## config.mk

```make
export PLATFORM = sky130hd
export DESIGN_NAME = intel_hex_record_parser_flat
export DESIGN_NICKNAME = d
export VERILOG_FILES = /design/src/sv/ihex_pkg.sv /design/src/sv/ihex_char_if.sv /design/src/sv/ihex_rec_if.sv /design/src/sv/ihex_in_reg.sv /design/src/sv/ihex_parse.sv /design/src/sv/ihex_out_reg.sv /design/src/sv/intel_hex_record_parser.sv /design/src/flat_wrapper.sv
export VERILOG_INCLUDE_DIRS = /design/src /design/src/sv
export SDC_FILE = /design/constraint.sdc
export NUM_CORES = 1
export LEC_CHECK = 0
export BUFFER_PORTS_ARGS = -buffer_cell sky130_fd_sc_hd__clkbuf_2
export CAP_MARGIN = 10
export CORE_ASPECT_RATIO = 1.1
export CORE_MARGIN = 2
export CORE_UTILIZATION = 35
export DETAILED_ROUTE_END_ITERATION = 8
export PLACE_DENSITY = 0.63
export SYNTH_ARGS = -nofsm -noshare
export SYNTH_HDL_FRONTEND = slang
export SYNTH_HIERARCHICAL = 1
export SYNTH_SLANG_ARGS = --single-unit
```

## constraint.sdc

```tcl
create_clock -name i_clk -period 4.01 [get_ports i_clk]
set_input_delay 0.2005 -clock i_clk [delete_from_list [all_inputs] [get_ports i_clk]]
set_output_delay 0.2005 -clock i_clk [all_outputs]
set_load 0.03 [all_outputs]
```

## src/sv/intel_hex_record_parser_assert.svh

```systemverilog
// Assertion helpers used by the parser module ihex_parse.
`ifndef INTEL_HEX_RECORD_PARSER_ASSERT_SVH
`define INTEL_HEX_RECORD_PARSER_ASSERT_SVH

// Check a property on every rising edge, off while reset is asserted.
`define IHEX_ASSERT(label, clk, rst_n, prop) \
    label: assert property (@(posedge clk) disable iff (!rst_n) (prop)) \
        else $error("%m: check failed");

// Check a property on every rising edge, reset included.
`define IHEX_ASSERT_ALWAYS(label, clk, prop) \
    label: assert property (@(posedge clk) (prop)) \
        else $error("%m: check failed");

`endif

```

## src/sv/ihex_pkg.sv

```systemverilog
`default_nettype none

package ihex_pkg;

    localparam int CH_W     = 8;
    localparam int ADDR_W   = 16;
    localparam int BYTE_W   = 8;
    localparam int STATUS_W = 3;
    localparam int TOTAL_W  = 16;
    localparam int DIGIT_W  = 10;
    localparam int NIB_W    = 4;

    localparam logic [CH_W-1:0] CH_COLON = 8'h3A;
    localparam logic [CH_W-1:0] CH_CR    = 8'h0D;
    localparam logic [CH_W-1:0] CH_LF    = 8'h0A;

    localparam logic KIND_DATA = 1'b0;
    localparam logic KIND_END  = 1'b1;

    localparam logic [STATUS_W-1:0] ST_OK       = 3'd0;
    localparam logic [STATUS_W-1:0] ST_FORMAT   = 3'd1;
    localparam logic [STATUS_W-1:0] ST_SHORT    = 3'd2;
    localparam logic [STATUS_W-1:0] ST_CHECKSUM = 3'd3;
    localparam logic [STATUS_W-1:0] ST_TYPE     = 3'd4;

    localparam logic [BYTE_W-1:0] TYPE_DATA = 8'h00;
    localparam logic [BYTE_W-1:0] TYPE_EOF  = 8'h01;

    // byte positions within a record
    localparam logic [DIGIT_W-2:0] BIDX_COUNT   = 9'd0;
    localparam logic [DIGIT_W-2:0] BIDX_ADDR_HI = 9'd1;
    localparam logic [DIGIT_W-2:0] BIDX_ADDR_LO = 9'd2;
    localparam logic [DIGIT_W-2:0] BIDX_TYPE    = 9'd3;
    localparam logic [DIGIT_W-1:0] BIDX_DATA    = 10'd4;

    localparam logic [DIGIT_W-1:0] HDR_DIGITS = 10'd10;
    localparam logic [DIGIT_W-1:0] DIGIT_MAX  = 10'h3FF;

    typedef struct packed {
        logic              valid;
        logic [CH_W-1:0]   ch;
    } t_char_beat;

    typedef struct packed {
        logic                kind;
        logic [ADDR_W-1:0]   address;
        logic [BYTE_W-1:0]   data_byte;
        logic [STATUS_W-1:0] status;
        logic [BYTE_W-1:0]   record_type;
        logic [BYTE_W-1:0]   record_count;
        logic [TOTAL_W-1:0]  total_bytes;
        logic                finished;
    } t_rec;

    // {is_hex, value}
    function automatic logic [NIB_W:0] hex_nibble(input logic [CH_W-1:0] c);
        logic [NIB_W:0] r;
        r = '0;
        if (c >= 8'h30 && c <= 8'h39) begin
            r = {1'b1, 4'(c - 8'h30)};
        end else if (c >= 8'h41 && c <= 8'h46) begin
            r = {1'b1, 4'(c - 8'h37)};
        end else if (c >= 8'h61 && c <= 8'h66) begin
            r = {1'b1, 4'(c - 8'h57)};
        end
        return r;
    endfunction

endpackage

`default_nettype wire

```

## src/sv/ihex_char_if.sv

```systemverilog
`default_nettype none

interface ihex_char_if;
    import ihex_pkg::*;

    logic            valid;
    logic            ready;
    logic [CH_W-1:0] ch;

    modport source (output valid, output ch, input ready);
    modport sink   (input valid, input ch, output ready);
endinterface

`default_nettype wire

```

## src/sv/ihex_rec_if.sv

```systemverilog
`default_nettype none

interface ihex_rec_if;
    import ihex_pkg::*;

    logic                valid;
    logic                ready;
    logic                kind;
    logic [ADDR_W-1:0]   address;
    logic [BYTE_W-1:0]   data_byte;
    logic [STATUS_W-1:0] status;
    logic [BYTE_W-1:0]   record_type;
    logic [BYTE_W-1:0]   record_count;
    logic [TOTAL_W-1:0]  total_bytes;
    logic                finished;

    modport source (
        output valid, output kind, output address, output data_byte, output status,
        output record_type, output record_count, output total_bytes, output finished,
        input ready
    );
    modport sink (
        input valid, input kind, input address, input data_byte, input status,
        input record_type, input record_count, input total_bytes, input finished,
        output ready
    );
endinterface

`default_nettype wire

```

## src/sv/ihex_in_reg.sv

```systemverilog
`default_nettype none

module ihex_in_reg (
    input  wire logic             i_clk,
    input  wire logic             i_rst_n,
    ihex_char_if.sink             i_char,
    input  wire logic             i_advance,
    output ihex_pkg::t_char_beat  o_beat
);
    import ihex_pkg::*;

    logic            r_valid;
    logic [CH_W-1:0] r_ch;

    // take a new beat when empty or when the held one moves on
    assign i_char.ready = !r_valid || i_advance;

    always_ff @(posedge i_clk) begin
        if (!i_rst_n) begin
            r_valid <= 1'b0;
        end else if (i_char.ready) begin
            r_valid <= i_char.valid;
        end
    end

    always_ff @(posedge i_clk) begin
        if (i_char.ready && i_char.valid) begin
            r_ch <= i_char.ch;
        end
    end

    assign o_beat.valid = r_valid;
    assign o_beat.ch    = r_ch;

endmodule

`default_nettype wire

```

## src/sv/ihex_parse.sv

```systemverilog
`default_nettype none
`include "intel_hex_record_parser_assert.svh"

module ihex_parse (
    input  wire logic             i_clk,
    input  wire logic             i_rst_n,
    input  ihex_pkg::t_char_beat  i_beat,
    input  wire logic             i_out_free,
    output logic                  o_advance,
    output logic                  o_res_valid,
    output ihex_pkg::t_rec        o_res
);
    import ihex_pkg::*;

    logic                r_line_started, n_line_started;
    logic [DIGIT_W-1:0]  r_digit_index,  n_digit_index;
    logic [NIB_W-1:0]    r_high_nibble,  n_high_nibble;
    logic [BYTE_W-1:0]   r_byte_count,   n_byte_count;
    logic [ADDR_W-1:0]   r_base_address, n_base_address;
    logic [BYTE_W-1:0]   r_type_byte,    n_type_byte;
    logic [BYTE_W-1:0]   r_running_sum,  n_running_sum;
    logic                r_format_bad,   n_format_bad;
    logic [TOTAL_W-1:0]  r_loaded_total, n_loaded_total;
    logic                r_stopped,      n_stopped;

    logic                take;
    logic [NIB_W:0]      nib;
    logic [BYTE_W-1:0]   dec_byte;
    logic [DIGIT_W-2:0]  bidx;
    logic [DIGIT_W-1:0]  chk_idx;
    logic [DIGIT_W-1:0]  need;
    logic [STATUS_W-1:0] status;
    logic                end_fire;

    assign o_advance = i_out_free;
    assign take      = i_beat.valid && i_out_free && !r_stopped;
    assign nib       = hex_nibble(i_beat.ch);
    assign dec_byte  = {r_high_nibble, nib[NIB_W-1:0]};
    assign bidx      = r_digit_index[DIGIT_W-1:1];
    assign chk_idx   = {2'b00, r_byte_count} + BIDX_DATA;
    assign need      = HDR_DIGITS + {1'b0, r_byte_count, 1'b0};
    assign end_fire  = take && (i_beat.ch == CH_LF);

    always_comb begin
        if (r_format_bad || r_digit_index < HDR_DIGITS) begin
            status = ST_FORMAT;
        end else if (r_digit_index < need) begin
            status = ST_SHORT;
        end else if (r_running_sum != '0) begin
            status = ST_CHECKSUM;
        end else if (r_type_byte > TYPE_EOF) begin
            status = ST_TYPE;
        end else begin
            status = ST_OK;
        end
    end

    always_comb begin
        n_line_started = r_line_started;
        n_digit_index  = r_digit_index;
        n_high_nibble  = r_high_nibble;
        n_byte_count   = r_byte_count;
        n_base_address = r_base_address;
        n_type_byte    = r_type_byte;
        n_running_sum  = r_running_sum;
        n_format_bad   = r_format_bad;
        n_loaded_total = r_loaded_total;
        n_stopped      = r_stopped;

        o_res_valid        = 1'b0;
        o_res.kind         = KIND_DATA;
        o_res.address      = r_base_address + {7'd0, bidx} - ADDR_W'(BIDX_DATA);
        o_res.data_byte    = dec_byte;
        o_res.status       = ST_OK;
        o_res.record_type  = r_type_byte;
        o_res.record_count = r_byte_count;
        o_res.total_bytes  = r_loaded_total;
        o_res.finished     = r_stopped;

        if (take && i_beat.ch != CH_CR) begin
            if (i_beat.ch == CH_LF) begin
                if (status == ST_OK && r_type_byte == TYPE_DATA && r_byte_count != '0) begin
                    n_loaded_total = r_loaded_total + {8'd0, r_byte_count};
                end else begin
                    n_stopped = 1'b1;
                end
                o_res_valid       = 1'b1;
                o_res.kind        = KIND_END;
                o_res.address     = r_base_address;
                o_res.data_byte   = '0;
                o_res.status      = status;
                o_res.total_bytes = n_loaded_total;
                o_res.finished    = n_stopped;
                // drop the line context
                n_line_started = 1'b0;
                n_digit_index  = '0;
                n_high_nibble  = '0;
                n_byte_count   = '0;
                n_base_address = '0;
                n_type_byte    = '0;
                n_running_sum  = '0;
                n_format_bad   = 1'b0;
            end else if (!r_line_started) begin
                n_line_started = 1'b1;
                if (i_beat.ch != CH_COLON) begin
                    n_format_bad = 1'b1;
                end
            end else if (!nib[NIB_W]) begin
                n_format_bad = 1'b1;
            end else if (r_digit_index != DIGIT_MAX) begin
                n_digit_index = r_digit_index + 10'd1;
                if (!r_digit_index[0]) begin
                    n_high_nibble = nib[NIB_W-1:0];
                end else begin
                    unique case (bidx)
                        BIDX_COUNT: begin
                            n_byte_count  = dec_byte;
                            n_running_sum = r_running_sum + dec_byte;
                        end
                        BIDX_ADDR_HI: begin
                            n_base_address = {dec_byte, r_base_address[BYTE_W-1:0]};
                            n_running_sum  = r_running_sum + dec_byte;
                        end
                        BIDX_ADDR_LO: begin
                            n_base_address = {r_base_address[ADDR_W-1:BYTE_W], dec_byte};
                            n_running_sum  = r_running_sum + dec_byte;
                        end
                        BIDX_TYPE: begin
                            n_type_byte   = dec_byte;
                            n_running_sum = r_running_sum + dec_byte;
                        end
                        default: begin
                            if ({1'b0, bidx} < chk_idx) begin
                                // tentative data byte
                                n_running_sum = r_running_sum + dec_byte;
                                o_res_valid   = 1'b1;
                            end else if ({1'b0, bidx} == chk_idx) begin
                                n_running_sum = r_running_sum + dec_byte;
                            end
                        end
                    endcase
                end
            end
        end
    end

    always_ff @(posedge i_clk) begin
        if (!i_rst_n) begin
            r_line_started <= 1'b0;
            r_digit_index  <= '0;
            r_high_nibble  <= '0;
            r_byte_count   <= '0;
            r_base_address <= '0;
            r_type_byte    <= '0;
            r_running_sum  <= '0;
            r_format_bad   <= 1'b0;
            r_loaded_total <= '0;
            r_stopped      <= 1'b0;
        end else begin
            r_line_started <= n_line_started;
            r_digit_index  <= n_digit_index;
            r_high_nibble  <= n_high_nibble;
            r_byte_count   <= n_byte_count;
            r_base_address <= n_base_address;
            r_type_byte    <= n_type_byte;
            r_running_sum  <= n_running_sum;
            r_format_bad   <= n_format_bad;
            r_loaded_total <= n_loaded_total;
            r_stopped      <= n_stopped;
        end
    end

    `IHEX_ASSERT(a_no_res_when_stopped, i_clk, i_rst_n, r_stopped |-> !o_res_valid)
    `IHEX_ASSERT(a_stop_sticky, i_clk, i_rst_n, r_stopped |=> r_stopped)
    `IHEX_ASSERT(a_end_clears, i_clk, i_rst_n, end_fire |=> (r_digit_index == '0 && !r_line_started))
    `IHEX_ASSERT(a_total_only_at_end, i_clk, i_rst_n, !end_fire |=> $stable(r_loaded_total))
    `IHEX_ASSERT_ALWAYS(a_reset_clears, i_clk, !i_rst_n |=> (r_loaded_total == '0 && !r_stopped))

endmodule

`default_nettype wire

```

## src/sv/ihex_out_reg.sv

```systemverilog
`default_nettype none

module ihex_out_reg (
    input  wire logic             i_clk,
    input  wire logic             i_rst_n,
    input  wire logic             i_res_valid,
    input  ihex_pkg::t_rec        i_res,
    output logic                  o_free,
    ihex_rec_if.source            o_rec
);
    import ihex_pkg::*;

    logic r_valid;
    t_rec r_rec;

    // free when empty or when the held beat is taken this cycle
    assign o_free = !r_valid || o_rec.ready;

    always_ff @(posedge i_clk) begin
        if (!i_rst_n) begin
            r_valid <= 1'b0;
        end else if (o_free) begin
            r_valid <= i_res_valid;
        end
    end

    always_ff @(posedge i_clk) begin
        if (o_free && i_res_valid) begin
            r_rec <= i_res;
        end
    end

    assign o_rec.valid        = r_valid;
    assign o_rec.kind         = r_rec.kind;
    assign o_rec.address      = r_rec.address;
    assign o_rec.data_byte    = r_rec.data_byte;
    assign o_rec.status       = r_rec.status;
    assign o_rec.record_type  = r_rec.record_type;
    assign o_rec.record_count = r_rec.record_count;
    assign o_rec.total_bytes  = r_rec.total_bytes;
    assign o_rec.finished     = r_rec.finished;

endmodule

`default_nettype wire

```

## src/sv/intel_hex_record_parser.sv

```systemverilog
// An accepted character beat passes from the input register through the combinational parser;
// its result beat, if any, is registered in the result register, where the sink can take it.
// Throughput: one character per cycle while the sink takes each result beat without stalling.
// The figure is set by the single pass of nibble decode and 8-bit checksum add per character.
// Reset (synchronous, active low) clears the line context, the loaded total and the
// finished flag, and empties both registers; no clearing pass is needed.
`default_nettype none

module intel_hex_record_parser (
    input  wire logic  i_clk,
    input  wire logic  i_rst_n,
    ihex_char_if.sink  i_char,
    ihex_rec_if.source o_rec
);
    import ihex_pkg::*;

    // Character register -> parser (state and result build) -> result register.
    // The parser works on the held character only when the result register can
    // take what it produces, so a stalled sink holds everything upstream.
    t_char_beat beat;
    t_rec       res;
    logic       res_valid;
    logic       advance;
    logic       out_free;

    // hold each arriving character for one pass
    ihex_in_reg u_in_reg (
        .i_clk     (i_clk),
        .i_rst_n   (i_rst_n),
        .i_char    (i_char),
        .i_advance (advance),
        .o_beat    (beat)
    );

    // decode the character, advance the record context, build a data or status beat;
    // once the finished flag is set, drop every character until reset
    ihex_parse u_parse (
        .i_clk       (i_clk),
        .i_rst_n     (i_rst_n),
        .i_beat      (beat),
        .i_out_free  (out_free),
        .o_advance   (advance),
        .o_res_valid (res_valid),
        .o_res       (res)
    );

    // hold the result beat until the sink takes it
    ihex_out_reg u_out_reg (
        .i_clk       (i_clk),
        .i_rst_n     (i_rst_n),
        .i_res_valid (res_valid),
        .i_res       (res),
        .o_free      (out_free),
        .o_rec       (o_rec)
    );

endmodule

`default_nettype wire
```

## src/flat_wrapper.sv

```systemverilog
// flat-port wrapper written by rule: the top's interface ports become plain ports
module intel_hex_record_parser_flat import ihex_pkg::*;
  (i_clk, i_rst_n, i_char_valid, i_char_ch, i_char_ready, o_rec_valid, o_rec_kind, o_rec_address, o_rec_data_byte, o_rec_status, o_rec_record_type, o_rec_record_count, o_rec_total_bytes, o_rec_finished, o_rec_ready);
  ihex_char_if i_char_i ();
  ihex_rec_if o_rec_i ();
  input  wire logic i_clk;
  input  wire logic i_rst_n;
  input wire logic [$bits(i_char_i.valid)-1:0] i_char_valid;
  input wire logic [$bits(i_char_i.ch)-1:0] i_char_ch;
  output wire logic [$bits(i_char_i.ready)-1:0] i_char_ready;
  output wire logic [$bits(o_rec_i.valid)-1:0] o_rec_valid;
  output wire logic [$bits(o_rec_i.kind)-1:0] o_rec_kind;
  output wire logic [$bits(o_rec_i.address)-1:0] o_rec_address;
  output wire logic [$bits(o_rec_i.data_byte)-1:0] o_rec_data_byte;
  output wire logic [$bits(o_rec_i.status)-1:0] o_rec_status;
  output wire logic [$bits(o_rec_i.record_type)-1:0] o_rec_record_type;
  output wire logic [$bits(o_rec_i.record_count)-1:0] o_rec_record_count;
  output wire logic [$bits(o_rec_i.total_bytes)-1:0] o_rec_total_bytes;
  output wire logic [$bits(o_rec_i.finished)-1:0] o_rec_finished;
  input wire logic [$bits(o_rec_i.ready)-1:0] o_rec_ready;
  assign i_char_i.valid = i_char_valid;
  assign i_char_i.ch = i_char_ch;
  assign i_char_ready = i_char_i.ready;
  assign o_rec_valid = o_rec_i.valid;
  assign o_rec_kind = o_rec_i.kind;
  assign o_rec_address = o_rec_i.address;
  assign o_rec_data_byte = o_rec_i.data_byte;
  assign o_rec_status = o_rec_i.status;
  assign o_rec_record_type = o_rec_i.record_type;
  assign o_rec_record_count = o_rec_i.record_count;
  assign o_rec_total_bytes = o_rec_i.total_bytes;
  assign o_rec_finished = o_rec_i.finished;
  assign o_rec_i.ready = o_rec_ready;
  intel_hex_record_parser u_core (.i_clk(i_clk), .i_rst_n(i_rst_n), .i_char(i_char_i), .o_rec(o_rec_i));
endmodule
```

Word level (Yosys, flattened, before mapping). Cells that the tools add are included.

Add/subtract/negate cells: 10. $lt $le $gt $ge: 10. Equality and inequality tests: 12. Mux-type cells: 61. Reductions and logical operators: 41.

Operators with widths (number): $mux 8 (20); $mux 16 (6); $mux 10 (4); $mux 17 (2); $pmux 16 s2 (1); $mux 28 (1); $mux 27 (1); $mux 4 (5); $eq 9x2->1 const B (2); $reduce_and 6->1 (3); $add 16x8->16 (1); $add 16x9->16 (1); $ge 8x7->1 const B (2); $le 8x7->1 const B (2); $reduce_bool 2->1 (8); $reduce_bool 8->1 (2); $sub 16x3->16 const B (1); $mux 5 (3); $mux 1 (14); $reduce_and 7->1 (2); $mux 3 (4); $add 10x1->10 const B (1); $add 4x9->10 const A (1); $logic_and 1x1->1 (10); other kinds (31) (37).

Register bits: 144. Bits of input ports: 12. Word-level logic and storage cells: 156.

Longest topological paths before layout.
Depth in word-level cells: 14. Mapped depth: 16. Mapped depth without buffers: 16.

Hierarchy. Netlist, hierarchy kept.

Modules (own cells, without submodules): ihex_parse (times used 1, cells an instance 696, area an instance 5524.0 µm², seq. area each 1461.4 µm²); ihex_out_reg (times used 1, cells an instance 66, area an instance 1889.3 µm², seq. area each 1851.8 µm²); ihex_in_reg (times used 1, cells an instance 14, area an instance 305.3 µm², seq. area each 260.2 µm²).

Least setup slack after synthesis. Ideal clock, no wire load.

Kind: register to register. From: reg u_core.u_in_reg.r_ch[0]. To: reg u_core.u_parse.r_running_sum[7]. Arrival: 3.266 ns. Required time: 3.936 ns. Setup slack: 0.670 ns. Stages on the path, launching flop included: 16. Cell sequence: edfxtp_1 -> inv_1 -> ha_1 -> o21bai_1 -> a2111oi_4 -> nand2b_1 -> o21a_1 -> ha_1 -> nand3_1 -> o211ai_1 -> o21a_1 -> o21ai_0 -> nand2b_1 -> xnor2_1 -> or4_1 -> a31oi_1.

Word-level cells in the longest chain between the ends: 14.

Ends and longest elaborated chain: from (decl) (RTL line ihex_in_reg.sv:13) `logic [CH_W-1:0] r_ch;`; from (signal assigned) (RTL line ihex_in_reg.sv:28) `r_ch <= i_char.ch;`; $ge 8x7->1 or $le 8x7->1 (tied branches) (RTL line ihex_pkg.sv:63) `end else if (c >= 8'h61 && c <= 8'h66) begin`; $logic_and 1x1->1 (RTL line ihex_pkg.sv:63); $mux 5 (RTL line ihex_pkg.sv:63); $mux 5 (RTL line ihex_pkg.sv:61) `end else if (c >= 8'h41 && c <= 8'h46) begin`; $mux 5 (RTL line ihex_pkg.sv:59) `if (c >= 8'h30 && c <= 8'h39) begin`; $add 8x8->8; $mux 8 (RTL line ihex_parse.sv:137) `end else if ({1'b0, bidx} == chk_idx) begin`; $mux 8 (RTL line ihex_parse.sv:133) `if ({1'b0, bidx} < chk_idx) begin`; $mux 8; $mux 8 (RTL line ihex_parse.sv:112) `if (!r_digit_index[0]) begin`; $mux 8 (RTL line ihex_parse.sv:110) `end else if (r_digit_index != DIGIT_MAX) begin`; $mux 8 (RTL line ihex_parse.sv:108) `end else if (!nib[NIB_W]) begin`; $mux 8 (RTL line ihex_parse.sv:103) `end else if (!r_line_started) begin`; $mux 8 (RTL line ihex_parse.sv:81) `if (i_beat.ch == CH_LF) begin`; to (signal assigned) (RTL line ihex_parse.sv:166) `r_running_sum <= n_running_sum;`; to (decl) (RTL line ihex_parse.sv:21) `logic [BYTE_W-1:0] r_running_sum, n_running_sum;`.

Several ways; a longest one is shown, not always the timed one. The select of a mux whose other input is x is not followed. A chain may end at the register's enable or synchronous reset.

Worst setup path in the final report. Same ends and word-level chain as after synthesis.

==> results.ini <==
[synth]
yosysWarningCount=6
synth-seq-area-share=0.463
synth_cell_types=66
yosys.area.top_type=edfxtp_1
netlist_instances=776
synth_most_common_cell=nor2_1
synth_top_area_share=0.268
synth_area_mm2=0.00772
syn_nets=857
ys.flop_type=dfxtp_1
avgSynthCellArea_um2=9.95
synthArstFlopShare=0
synth_edf_count=69
synth.top_cells.by_area=edfxtp_1 27%, dfxtp_1 19%, ha_1 11%, nor2_1 3.8%, nand2_1 3.1%
ys_ff_latch=144
synthTopCellsByCount=79 x nor2_1, 75 x dfxtp_1, 69 x edfxtp_1

[cts]
cts-buffers-inserted=17
numClockSinks=144
clock_latency_ns=0.42
cts.path.max_buffers=2
cts_setup_buffers=0
htree_levels=4
clock_tree.root_cell=clkbuf_16
path_clk_slew_ns=0.06
cts_tree=built

[drt]
ant_nets=0
via_count=5798
vias_per_cell=4.96
wl_per_cell_um=14.9
drtIter0Drc=382
finalWirelength_um=17500
dr.pass1.iters=5
route.detailed.drc=0

[floorplan]
rows=56
fp.dieW_um=146
die_area_mm2=0.0233
io_pins=75
die_h_um=160
start_util=0.359
core_mm2=0.0215

[timing]
finalHoldViolCount=0
fin_crit_ns=3.73
max_freq_mhz=268
finalSetupTns_ns=0
final.setup.worst_slack_ns=0.279
tightestPinTransition_ns=0.798
skew_ns=0.00785
slew_headroom=0.467
final-setup-viol-count=0
period_share=0.930
drv_slew=0
rsz0062_at_grt=no

[layout]
utilization=0.424
fillers=2111
regArea_mm2=0.00357
antenna_cells=0
multi_input_area_mm2=0.00383
drive_above_1_share=0.160
syn_to_final_growth_pct=18.3
layout.nets=948
stdcell_area_mm2=0.00913

[global_routing]
grt_max_degree=46
first_global_vias=5608
grtUsageTotal=0.153
grt_overflow=0
grt_pass1_wl_um=28400
antenna_found_initial=0

[setup_path]
required_ns=4.35
crit_path_top_delay_cell=a2111oi_4
crit_type=register to register
cp.buffers_inverters=1
path_common_cell=ha_1
startpoint_type=register
critPathTopFamily=compound AO/OA/AOI/OAI gates
arrival_ns=4.07
cp_cell_sequence=inv_1 > ha_1 > o21bai_1 > a2111oi_4 > a22o_1 > ha_1 > a21oi_1 > o211ai_1 > o21a_1 > o21ai_0 > nand2b_1 > xnor2_1 > or4_1 > a31oi_1
max_stage_delay_ns=0.59
critPathMaxFanout=7
end_kind=register

[placed_design]
gp_congestion=0.892
placed_cell_area_mm2=0.00846
io_buffer_count=74
place_hpwl_um=12600
pre_cts_ws_ns=0.306

[flow_run]
cap_violations=0

[pwr]
powerDensity_mw_per_mm2=349
max-vdd-ir-drop_uv=265
p_leak_nw=3.80

[min_path]
hp-class=primary input to register

[run_status]
status=finished clean

path summary, 6_finish.rpt:
path	startpoint	endpoint	slack, ns	depth (start not counted)
hold / removal	i_char_valid	u_core/u_in_reg/r_valid	0.02	3
setup / recovery	u_core/u_in_reg/r_ch[0]	u_core/u_parse/r_running_sum[7]	0.28	14
setup reg to reg	u_core/u_in_reg/r_ch[0]	u_core/u_parse/r_running_sum[7]	0.28	14
hold reg to reg	u_core/u_parse/r_running_sum[5]	u_core/u_parse/r_running_sum[5]	0.47	2
worst reg2reg max path, delay by kind of cell, from the launching register on:
| family | cells | cell delay [ns] |
|---|---|---|
| fa+ha+maj | 2 | 0.51 |
| flops | 1 | 0.47 |
| xor+xnor | 1 | 0.13 |
| compound gates | 8 | 1.91 |
| simple gates | 2 | 0.49 |
| buf+inv | 1 | 0.13 |
where the power goes:
group          switching (W)  internal [W]  leakage, nW
registers          0.0000122       0.00154         1.28
logic              0.0000457     0.0000286         2.22
clock network       0.000603      0.000957        0.292
metal layers:
metal / vias to the layer above / wire [um] / track usage
met5: - / 0 / 0
met4: 0 / 395 / 0.0651
met3: 30 / 650 / 0.0274
met2: 131 / 8390 / 0.260
met1: 2713 / 8030 / 0.192
li1: 2924 / - / -
layout make-up:
type,count,area share
inverter,60,0.0247
tap,290,0.0397
multi-input combinational,550,0.419
sequential,144,0.391
clock inverter,8,0.00836
clock buffer,23,0.0559
timing repair buffer,94,0.0606
kinds of logic (layout without fill, tap and decap cells):
kind of cell / after synthesis / after routing / share of synthesized area
mux: 27 / 27 / 0.0361
simple gates: 272 / 272 / 0.174
fa+ha+maj: 69 / 69 / 0.115
buf+inv: 82 / 185 / 0.0412
flops: 144 / 144 / 0.463
compound gates: 138 / 138 / 0.121
xor+xnor: 44 / 44 / 0.0499
cell usage in the layout (no fill, tap or decap), types with 3 or more instances in the layout:
cell,n
clkbuf_16,19
a211oi_1,5
fa_1,3
a21o_1,9
nand3_1,31
dlygate4sd3_1,8
nor4_1,9
nor2b_1,5
a21oi_1,45
dfxtp_1,75
o21a_1,9
ha_1,66
and3_1,11
a22oi_1,8
or4_1,6
xor2_1,19
clkbuf_2,74
and2_4,3
o21bai_1,4
nor2_1,79
xnor2_1,25
nand4_1,8
buf_4,11
or3_1,4
o21ai_0,23
mux2i_1,20
a31oi_1,4
nand2b_1,5
nand2_1,64
mux2_2,7
nor3_1,10
inv_1,58
edfxtp_1,69
and2_1,26
a21boi_0,4
repair_timing:
action | in CTS | in global routing
endpoints found under the hold margin | 8 | 0
hold buffers | 8 | 0
resized for setup | 0 | 0
through the flow:
step | hold slack, ns | cells | total power [W]
after floorplan | 0.299 | 776 | 0.00163
after global placement | 0.380 | 1130 | 0.00165
after detailed placement | 0.379 | 1130 | 0.00165
after CTS | 0.00371 | 1169 | 0.00322
after global routing | 0.00751 | 1169 | 0.00329
final | 0.0169 | 1169 | 0.00319
sequential cells by signal, indices dropped and copies added (netlist names), 3 cells and up:
name and count:
u_core/u_out_reg/o_rec.record_count 8, u_core/u_out_reg/o_rec.data_byte 8, u_core/u_parse/r_high_nibble 4, u_core/u_out_reg/o_rec.status 3
u_core/u_out_reg/o_rec.total_bytes 16, u_core/u_parse/r_running_sum 8, u_core/u_parse/r_byte_count 8, u_core/u_out_reg/o_rec.address 16
u_core/u_parse/r_base_address 16, u_core/u_out_reg/o_rec.record_type 8, u_core/u_in_reg/r_ch 8, u_core/u_parse/r_loaded_total 16
u_core/u_parse/r_digit_index 10, u_core/u_parse/r_type_byte 8
Note: power is estimated with default switching activity, not from simulation.
